<file path="src/rtl/core/drld_pkg.sv">
// Shared types and constants for the run list decoder.
package drld_pkg;

    localparam int unsigned DATA_W   = 8;
    localparam int unsigned WORD_W   = 64;
    localparam int unsigned CLUS_W   = 63;
    localparam int unsigned STAT_W   = 3;
    localparam int unsigned NIB_W    = 4;
    localparam int unsigned OUT_TDATA_W = 256;
    localparam int unsigned APB_AW   = 4;

    localparam logic [NIB_W-1:0] MAX_NIBBLE = 4'd8;

    typedef enum logic [1:0] {
        PH_HEADER = 2'd0,
        PH_LENGTH = 2'd1,
        PH_OFFSET = 2'd2
    } t_phase;

    localparam logic [STAT_W-1:0] ST_RUN       = 3'd0;
    localparam logic [STAT_W-1:0] ST_END       = 3'd1;
    localparam logic [STAT_W-1:0] ST_BAD_NIB   = 3'd2;
    localparam logic [STAT_W-1:0] ST_NEG_LEN   = 3'd3;
    localparam logic [STAT_W-1:0] ST_NEG_LCN   = 3'd4;
    localparam logic [STAT_W-1:0] ST_VCN_BOUND = 3'd5;

    // register index taken from the 8-byte register slot
    localparam logic REG_VCN_BOUND = 1'b0;

endpackage

</file>
<file path="src/rtl/core/data_run_list_decoder.sv">
// Run list (mapping pairs) decoder: one byte per cycle unless stalled; one result per run, end or failure.
//
//  channel    | dir | handshake                 | payload
//  -----------+-----+---------------------------+-----------------------------------------
//  s_axis     | in  | s_axis_tvalid/tready      | tdata: data_byte; tuser: list_start
//  m_axis     | out | m_axis_tvalid/tready      | tdata: lcn, clusters, first, end vcn;
//             |     |                           | tuser: status; tlast: list_done
//  apb        | in  | psel/penable/pwrite       | vcn_bound at byte address 0
//
// One byte is accepted per cycle unless the output stalls; a result appears in the cycle after
// the byte that completes a run or ends the list. The path from the byte to the result register
// holds one 64-bit add for the logical cluster and one three-input add plus a
// 64-bit compare for the virtual cluster bound. Reset is synchronous and clears all
// decoder state and vcn_bound. A stalled output holds s_axis_tready low only while
// the result register is full and not being taken.
module data_run_list_decoder
(
    input  logic                                i_clk,
    input  logic                                i_rst_n,

    input  logic                                s_axis_tvalid,
    output logic                                s_axis_tready,
    input  logic [drld_pkg::DATA_W-1:0]         s_axis_tdata,  // [7:0] data_byte
    input  logic [0:0]                          s_axis_tuser,  // [0] list_start

    output logic                                m_axis_tvalid,
    input  logic                                m_axis_tready,
    // [63:0] run_lcn, [126:64] run_clusters, [190:127] run_first_vcn,
    // [254:191] run_end_vcn, [255] zero
    output logic [drld_pkg::OUT_TDATA_W-1:0]    m_axis_tdata,
    output logic [drld_pkg::STAT_W-1:0]         m_axis_tuser,  // [2:0] status
    output logic                                m_axis_tlast,  // list_done

    input  logic                                psel,
    input  logic                                penable,
    input  logic                                pwrite,
    input  logic [drld_pkg::APB_AW-1:0]         paddr,
    input  logic [drld_pkg::WORD_W-1:0]         pwdata,
    output logic [drld_pkg::WORD_W-1:0]         prdata,
    output logic                                pready
);
    import drld_pkg::*;

    // decoder state
    t_phase              r_phase,     n_phase;
    logic [NIB_W-1:0]    r_bytes_left, n_bytes_left;
    logic [NIB_W-1:0]    r_len_nib,   n_len_nib;
    logic [NIB_W-1:0]    r_off_nib,   n_off_nib;
    logic [WORD_W-1:0]   r_len_acc,   n_len_acc;
    logic [WORD_W-1:0]   r_off_acc,   n_off_acc;
    logic [WORD_W-1:0]   r_cluster,   n_cluster;
    logic [WORD_W-1:0]   r_vcn,       n_vcn;
    logic                r_stopped,   n_stopped;
    logic [WORD_W-1:0]   r_vcn_bound;

    // result register
    logic                r_m_valid,   n_m_valid;
    logic [STAT_W-1:0]   r_status,    n_status;
    logic [WORD_W-1:0]   r_lcn,       n_lcn;
    logic [CLUS_W-1:0]   r_clusters,  n_clusters;
    logic [WORD_W-1:0]   r_first,     n_first;
    logic [WORD_W-1:0]   r_last,      n_last;

    // working signals
    logic                s_acc;
    logic                w_result;
    logic [DATA_W-1:0]   w_b;
    t_phase              e_phase;
    logic [NIB_W-1:0]    e_bytes_left, e_len_nib, e_off_nib;
    logic [WORD_W-1:0]   e_len_acc, e_off_acc, e_cluster, e_vcn;
    logic                e_stopped;
    logic [NIB_W-1:0]    w_hdr_ln, w_hdr_on;
    logic [2:0]          w_idx;
    logic [NIB_W-1:0]    w_bl_dec;
    logic [WORD_W-1:0]   w_byte_sh;
    logic [WORD_W-1:0]   w_len_new, w_off_new;
    logic                w_do_run;
    logic [WORD_W-1:0]   w_run_len, w_run_off;
    logic [WORD_W-1:0]   w_lcn_sum, w_vcn_sum, w_end_vcn;
    logic                w_cfg_wr;

    assign s_acc         = s_axis_tvalid & s_axis_tready;
    assign s_axis_tready = ~r_m_valid | m_axis_tready;
    assign w_b           = s_axis_tdata;

    // list_start clears the list context before the byte is handled
    always_comb begin
        if (s_axis_tuser[0]) begin
            e_phase      = PH_HEADER;
            e_bytes_left = '0;
            e_len_nib    = '0;
            e_off_nib    = '0;
            e_len_acc    = '0;
            e_off_acc    = '0;
            e_cluster    = '0;
            e_vcn        = '0;
            e_stopped    = 1'b0;
        end else begin
            e_phase      = r_phase;
            e_bytes_left = r_bytes_left;
            e_len_nib    = r_len_nib;
            e_off_nib    = r_off_nib;
            e_len_acc    = r_len_acc;
            e_off_acc    = r_off_acc;
            e_cluster    = r_cluster;
            e_vcn        = r_vcn;
            e_stopped    = r_stopped;
        end
    end

    assign w_hdr_ln  = w_b[3:0];
    assign w_hdr_on  = w_b[7:4];
    assign w_bl_dec  = e_bytes_left - 4'd1;
    assign w_idx     = (e_phase == PH_LENGTH) ? 3'(e_len_nib - e_bytes_left)
                                              : 3'(e_off_nib - e_bytes_left);
    assign w_byte_sh = {{(WORD_W-DATA_W){1'b0}}, w_b} << {w_idx, 3'b000};
    assign w_len_new = e_len_acc | w_byte_sh;

    always_comb begin
        w_off_new = e_off_acc | w_byte_sh;
        // sign-extend from the last offset byte
        if (w_bl_dec == '0 && e_off_nib < MAX_NIBBLE && w_b[DATA_W-1])
            w_off_new = w_off_new | ({WORD_W{1'b1}} << {e_off_nib[2:0], 3'b000});
    end

    // run completion arithmetic; the run either closes after the length bytes
    // (no offset bytes, offset is zero) or after the last offset byte
    assign w_run_len  = (e_phase == PH_LENGTH) ? w_len_new : e_len_acc;
    assign w_run_off  = (e_phase == PH_LENGTH) ? e_off_acc : w_off_new;
    assign w_lcn_sum  = e_cluster + w_run_off;
    assign w_vcn_sum  = e_vcn + w_run_len;
    assign w_end_vcn  = e_vcn + w_run_len - 64'd1;

    always_comb begin
        n_phase      = r_phase;
        n_bytes_left = r_bytes_left;
        n_len_nib    = r_len_nib;
        n_off_nib    = r_off_nib;
        n_len_acc    = r_len_acc;
        n_off_acc    = r_off_acc;
        n_cluster    = r_cluster;
        n_vcn        = r_vcn;
        n_stopped    = r_stopped;
        w_result     = 1'b0;
        w_do_run     = 1'b0;
        n_status     = r_status;
        n_lcn        = r_lcn;
        n_clusters   = r_clusters;
        n_first      = r_first;
        n_last       = r_last;

        if (s_acc) begin
            n_phase      = e_phase;
            n_bytes_left = e_bytes_left;
            n_len_nib    = e_len_nib;
            n_off_nib    = e_off_nib;
            n_len_acc    = e_len_acc;
            n_off_acc    = e_off_acc;
            n_cluster    = e_cluster;
            n_vcn        = e_vcn;
            n_stopped    = e_stopped;

            if (!e_stopped) begin
                case (e_phase)
                    PH_HEADER: begin
                        if (w_b == '0) begin
                            w_result = 1'b1;
                            n_status = ST_END;
                        end else if (w_hdr_ln > MAX_NIBBLE || w_hdr_on > MAX_NIBBLE) begin
                            w_result = 1'b1;
                            n_status = ST_BAD_NIB;
                        end else begin
                            n_len_nib = w_hdr_ln;
                            n_off_nib = w_hdr_on;
                            n_len_acc = '0;
                            n_off_acc = '0;
                            if (w_hdr_ln != '0) begin
                                n_phase      = PH_LENGTH;
                                n_bytes_left = w_hdr_ln;
                            end else begin
                                n_phase      = PH_OFFSET;
                                n_bytes_left = w_hdr_on;
                            end
                        end
                    end
                    PH_LENGTH: begin
                        n_len_acc    = w_len_new;
                        n_bytes_left = w_bl_dec;
                        if (w_bl_dec == '0) begin
                            if (w_len_new[WORD_W-1]) begin
                                w_result = 1'b1;
                                n_status = ST_NEG_LEN;
                            end else if (e_off_nib != '0) begin
                                n_phase      = PH_OFFSET;
                                n_bytes_left = e_off_nib;
                            end else begin
                                w_do_run = 1'b1;
                            end
                        end
                    end
                    PH_OFFSET: begin
                        n_off_acc    = w_off_new;
                        n_bytes_left = w_bl_dec;
                        if (w_bl_dec == '0)
                            w_do_run = 1'b1;
                    end
                    default: begin
                        n_phase = PH_HEADER;
                    end
                endcase

                if (w_do_run) begin
                    w_result     = 1'b1;
                    n_phase      = PH_HEADER;
                    n_bytes_left = '0;
                    if (w_lcn_sum[WORD_W-1]) begin
                        n_status = ST_NEG_LCN;
                    end else begin
                        n_cluster = w_lcn_sum;
                        n_vcn     = w_vcn_sum;
                        if (w_end_vcn > r_vcn_bound) begin
                            n_status = ST_VCN_BOUND;
                        end else begin
                            n_status   = ST_RUN;
                            n_lcn      = (w_run_off == '0) ? {WORD_W{1'b1}} : w_lcn_sum;
                            n_clusters = w_run_len[CLUS_W-1:0];
                            n_first    = e_vcn;
                            n_last     = w_end_vcn;
                        end
                    end
                end

                // end marker and every failure stop the list with zeroed fields
                if (w_result && n_status != ST_RUN) begin
                    n_stopped    = 1'b1;
                    n_phase      = PH_HEADER;
                    n_bytes_left = '0;
                    n_lcn        = '0;
                    n_clusters   = '0;
                    n_first      = '0;
                    n_last       = '0;
                end
            end
        end

        if (w_result)
            n_m_valid = 1'b1;
        else if (m_axis_tready)
            n_m_valid = 1'b0;
        else
            n_m_valid = r_m_valid;
    end

    always_ff @(posedge i_clk) begin
        if (!i_rst_n) begin
            r_phase      <= PH_HEADER;
            r_bytes_left <= '0;
            r_len_nib    <= '0;
            r_off_nib    <= '0;
            r_len_acc    <= '0;
            r_off_acc    <= '0;
            r_cluster    <= '0;
            r_vcn        <= '0;
            r_stopped    <= 1'b0;
            r_m_valid    <= 1'b0;
        end else begin
            r_phase      <= n_phase;
            r_bytes_left <= n_bytes_left;
            r_len_nib    <= n_len_nib;
            r_off_nib    <= n_off_nib;
            r_len_acc    <= n_len_acc;
            r_off_acc    <= n_off_acc;
            r_cluster    <= n_cluster;
            r_vcn        <= n_vcn;
            r_stopped    <= n_stopped;
            r_m_valid    <= n_m_valid;
        end
    end

    // result payload, loaded only with a new result
    always_ff @(posedge i_clk) begin
        if (w_result) begin
            r_status   <= n_status;
            r_lcn      <= n_lcn;
            r_clusters <= n_clusters;
            r_first    <= n_first;
            r_last     <= n_last;
        end
    end

    assign m_axis_tvalid = r_m_valid;
    assign m_axis_tuser  = r_status;
    assign m_axis_tlast  = (r_status != ST_RUN);
    assign m_axis_tdata  = {1'b0, r_last, r_first, r_clusters, r_lcn};

    // configuration port
    assign pready   = 1'b1;
    assign w_cfg_wr = psel & penable & pwrite & pready & (paddr[3] == REG_VCN_BOUND);

    always_ff @(posedge i_clk) begin
        if (!i_rst_n) begin
            r_vcn_bound <= '0;
        end else if (w_cfg_wr) begin
            r_vcn_bound <= pwdata;
        end
    end

    assign prdata = (paddr[3] == REG_VCN_BOUND) ? r_vcn_bound : '0;

endmodule

</file>
<file path="config.mk">
export PLATFORM = sky130hd
export DESIGN_NAME = data_run_list_decoder
export DESIGN_NICKNAME = d
export VERILOG_FILES = /design/src/rtl/core/drld_pkg.sv /design/src/rtl/core/data_run_list_decoder.sv
export SDC_FILE = /design/constraint.sdc
export NUM_CORES = 2
export LEC_CHECK = 0
export BUFFER_PORTS_ARGS = -buffer_cell sky130_fd_sc_hd__clkbuf_2
export CAP_MARGIN = 5
export CORE_AREA = 2 2 319 290
export CTS_BUF_LIST = sky130_fd_sc_hd__clkbuf_16
export DETAILED_ROUTE_END_ITERATION = 6
export DIE_AREA = 0 0 321 292
export GPL_ROUTABILITY_DRIVEN = 0
export HOLD_SLACK_MARGIN = 0.02
export PLACE_DENSITY_LB_ADDON = 0.15
export SETUP_SLACK_MARGIN = 0.15
export SLEW_MARGIN = 0
export SYNTH_ARGS = -nofsm -noshare
export SYNTH_HDL_FRONTEND = slang
export SYNTH_SLANG_ARGS = --single-unit
</file>
<file path="constraint.sdc">
create_clock -name i_clk -period 16.6 [get_ports i_clk]
set_input_delay 1.66 -clock i_clk [delete_from_list [all_inputs] [get_ports i_clk]]
set_output_delay 1.66 -clock i_clk [all_outputs]
set_load 0.02 [all_outputs]
</file>
==> results by group <==
Logic synthesis
  • Synthesis Warnings: 0
  • Post-synth EDFFs: 258
  • Post-Syn Area: approximately 36,000 µm²
  • Dominant synthesized flop cell: dfxtp_1
  • Synthesized area per cell: slightly above 8 µm²
  • Yosys reg bits: just under 600
  • Yosys top cell area share: 0.216
  • Largest cells by area after synthesis: edfxtp_1 (22%), dfxtp_1 (19%), nor2_1 (8.3%)
  • Seq/Total Area, Yosys: 0.403
  • Synth area leader: edfxtp_1
  • Async set-or-reset flop fraction in the synthesized netlist: 0
  • Cells after synthesis: ~4.3k
  • Post-synthesis cell type count: 97
  • Syn Nets: around 4.6k

Timing
  • Slew @ Worst Pin: between 1 and 1.5 ns
  • Slew Limit Headroom: 0.136
  • Slew Limit Fails: 0
  • RSZ-0062 raised after global routing: no
  • Final setup viols: 0
  • Min Hold Slack: approximately 0.45 ns
  • Setup TNS: 0 ns
  • Peak Freq: between 0.07 and 0.08 GHz
  • Tcrit/Tclk final: 0.839
  • Final hold vios: 0
  • Clock skew: ~0.038 ns
  • Final min period: 13.93 ns

Route
  • Via count: 33.0k
  • ANT nets after route: 0
  • Iteration-0 DRC Markers: 3,772
  • Via density: around 5.7
  • Final WL: between 100,000 and 150,000 µm
  • Wirelength per Cell: 21.5 µm
  • DR pass1 iterations: 5
  • Drt drc: 0

Power and ir drop
  • Clock Power Share: 0.445
  • Sw frac: 0.272
  • Static leakage: about 0.017 µW
  • VDD IR-drop max: between 70 and 80 µV
  • Cell Pwr Density: 85.4 nW/µm²
  • Seq pwr share: 0.454
  • Int Power: between 2000 and 3000 µW
  • Combinational power share: 0.101
  • Sw Pwr: around 960 µW

GRT
  • Tot GR Track Use: 0.257
  • Wire length of the first global-routing pass: about 190,000 µm
  • Largest net degree at the start of global routing: between 150 and 200
  • Vias in the first global route: approximately 30k
  • Initial antenna violation count: 4
  • GRT Residual Overflow: 0

Floorplan
  • I/O pin cnt: around 400
  • Die Ht: ~300 µm
  • Core area: approximately 90,000 µm²
  • Rows: between 100 and 150
  • Die ar.: around 94,000 µm²
  • Initial Util: 0.397
  • Die Span X: roughly 320 µm

Clock tree
  • H-tree level count: 3
  • Post-CTS Hold Buffers: 0
  • CTS Sinks: around 600
  • Clock root cell: clkbuf_16
  • Reg clk slew, reported paths: around 0.06 ns
  • Cts bufs inserted: 71
  • Post-CTS sizing: 0
  • Clk buf depth: 3
  • Post-CTS Repair Setup Buffers: 0
  • Worst skew pair latency: approximately 0.66 ns
  • CTS tree: done

Job
  • Max-cap violations: 0

Worst setup path
  • Crit Path Category: in2reg
  • Worst r2r src: r_phase[0]$_SDFFE_PN0P_
  • Required @ worst endpoint: about 17 ns
  • Delay of the slowest critical-path stage: 0.71 ns
  • Crit-path max FO: 98
  • Setup crit end kind: flop
  • WP data arrival: 14.31 ns
  • Flop-to-flop setup slack: between 4 and 5 ns
  • R2R depth: 36
  • CP max-delay cell: buf_4
  • Worst Setup Start Kind: input port
  • Worst reg2reg path endpoint: r_first[54]$_SDFFCE_PP0P_

Placed design
  • Number of buffers added on ports: between 400 and 500
  • Post-DP Area: roughly 40,000 µm²
  • DPL Wire Length: around 90,000 µm

Layout
  • Final #Nets: approximately 4.9k
  • ANT cells: 0
  • Finished Core Util: 0.455
  • Multi-input logic area: between 15,000 and 20,000 µm²
  • Area delta synth->final: 14.5%
  • Share of layout cells above drive strength 1: 0.135
  • Storage cell area: 14,500 µm²
  • Fillers: approximately 9.2k
  • Design area: between 40,000 and 50,000 µm²

Min path
  • Hold Path Origin: r_cluster[59]$_SDFFE_PN0P_
  • WHS Path Cells: 2
  • Worst hold path class: reg2reg
  • Hold worst-path end: r_cluster[59]$_SDFFE_PN0P_

Status
  • Status: completed
[metal layers]
layer	track usage	part of all wire	vias up
met5	0	0.00010	-
met4	0.0589	0.022	2
met3	0.0406	0.071	151
met2	0.376	0.43	1154
met1	0.394	0.48	15900
li1	-	-	15800
[worst max-delay path by stage]
| stage | start | endpoint | cells past startpoint |
|---|---|---|---|
| after floorplan | s_axis_tuser | r_lcn[51]$_SDFFCE_PP0P_ | 52 |
| after global placement | s_axis_tuser | r_first[44]$_SDFFCE_PP0P_ | 37 |
| after global routing | s_axis_tuser | r_first[54]$_SDFFCE_PP0P_ | 37 |
| after CTS | s_axis_tuser | r_first[54]$_SDFFCE_PP0P_ | 37 |
| final | s_axis_tuser | r_first[54]$_SDFFCE_PP0P_ | 37 |
| after detailed placement | s_axis_tuser | r_first[54]$_SDFFCE_PP0P_ | 37 |
[per-stage QoR]
| stage | power, µW | setup WS, ns | std cells |
|---|---|---|---|
| floorplan | 1850 | 3.35 | 4319 |
| global placement | 1980 | 2.51 | 5678 |
| detailed placement | 1980 | 2.42 | 5678 |
| CTS | 3550 | 3.08 | 5807 |
| global route | 3630 | 2.10 | 5807 |
| finish | 3510 | 2.67 | 5807 |
[sequential cells by signal, summed over array words and instances, names as in the netlist]
signal	cells
m_axis_tuser	3
m_axis_tvalid	1
r_bytes_left	4
r_cluster	64
r_clusters	63
r_first	64
r_last	64
r_lcn	64
r_len_acc	64
r_len_nib	3
r_off_acc	64
r_off_nib	4
r_phase	2
r_stopped	1
r_vcn	64
r_vcn_bound	64
[critical path: cells and delay by family]
| family | cells | cell delay, ns |
|---|---|---|
| adder cells (fa/ha/maj) | 4 | 1.32 |
| buffers and inverters | 7 | 1.97 |
| AND/OR/NAND/NOR | 15 | 5.50 |
| AO/OA/AOI/OAI | 9 | 2.85 |
| XOR/XNOR | 2 | 0.72 |
[cells in the mapped netlist, types with 60 or more instances]
cell type,instances
o21ai_0,129
o2bb2ai_1,65
and3_1,76
a21oi_1,475
and2_1,70
nand2_1,303
dfxtp_1,335
clkbuf_1,251
a21o_1,91
nor2_1,797
xnor2_1,90
nand4_1,66
xor2_1,82
ha_1,199
inv_1,173
nor3_1,60
nor2b_1,150
a22oi_1,175
edfxtp_1,258
[placed cells by master (no fill, tap or decap), types with 65 or more instances in the layout]
master	n
edfxtp_1	258
dfxtp_1	335
nor2_1	797
and2_1	69
a21oi_1	475
nor2b_1	150
clkbuf_16	72
ha_1	198
xnor2_1	90
nand2_1	300
and3_1	76
inv_1	185
o21ai_0	129
xor2_1	82
clkbuf_2	404
a21o_1	91
nand4_1	66
o2bb2ai_1	65
a22oi_1	175
[power groups by stage]
stage | Sequential, µW | Clock [µW] | Combinational [µW]
floorplan | 1680 | 0 | 170
global placement | 1620 | 0 | 354
detailed placement | 1620 | 0 | 356
CTS | 1590 | 1590 | 358
global route | 1600 | 1650 | 386
finish | 1590 | 1560 | 356
[final cells by class]
cell class | count | area share
repair buffers | 462 | 0.0607
well taps | 1177 | 0.0358
clock inverters | 57 | 0.0116
clock buffers | 72 | 0.0438
flip-flops and latches | 593 | 0.351
multi-input cells | 3272 | 0.480
inverters | 174 | 0.0164
[kinds of logic (layout without fill, tap and decap cells)]
| family | Yosys count | count (layout) | synth area share |
|---|---|---|---|
| mux | 13 | 13 | 0.00373 |
| buf+inv | 454 | 765 | 0.0490 |
| simple gates | 1702 | 1702 | 0.220 |
| flops | 593 | 593 | 0.403 |
| xor+xnor | 172 | 172 | 0.0420 |
| compound gates | 1181 | 1181 | 0.211 |
| other cells | 2 | 2 | 0.000209 |
| fa+ha+maj | 202 | 202 | 0.0710 |
No activity file was read; power rests on OpenSTA's default activity.
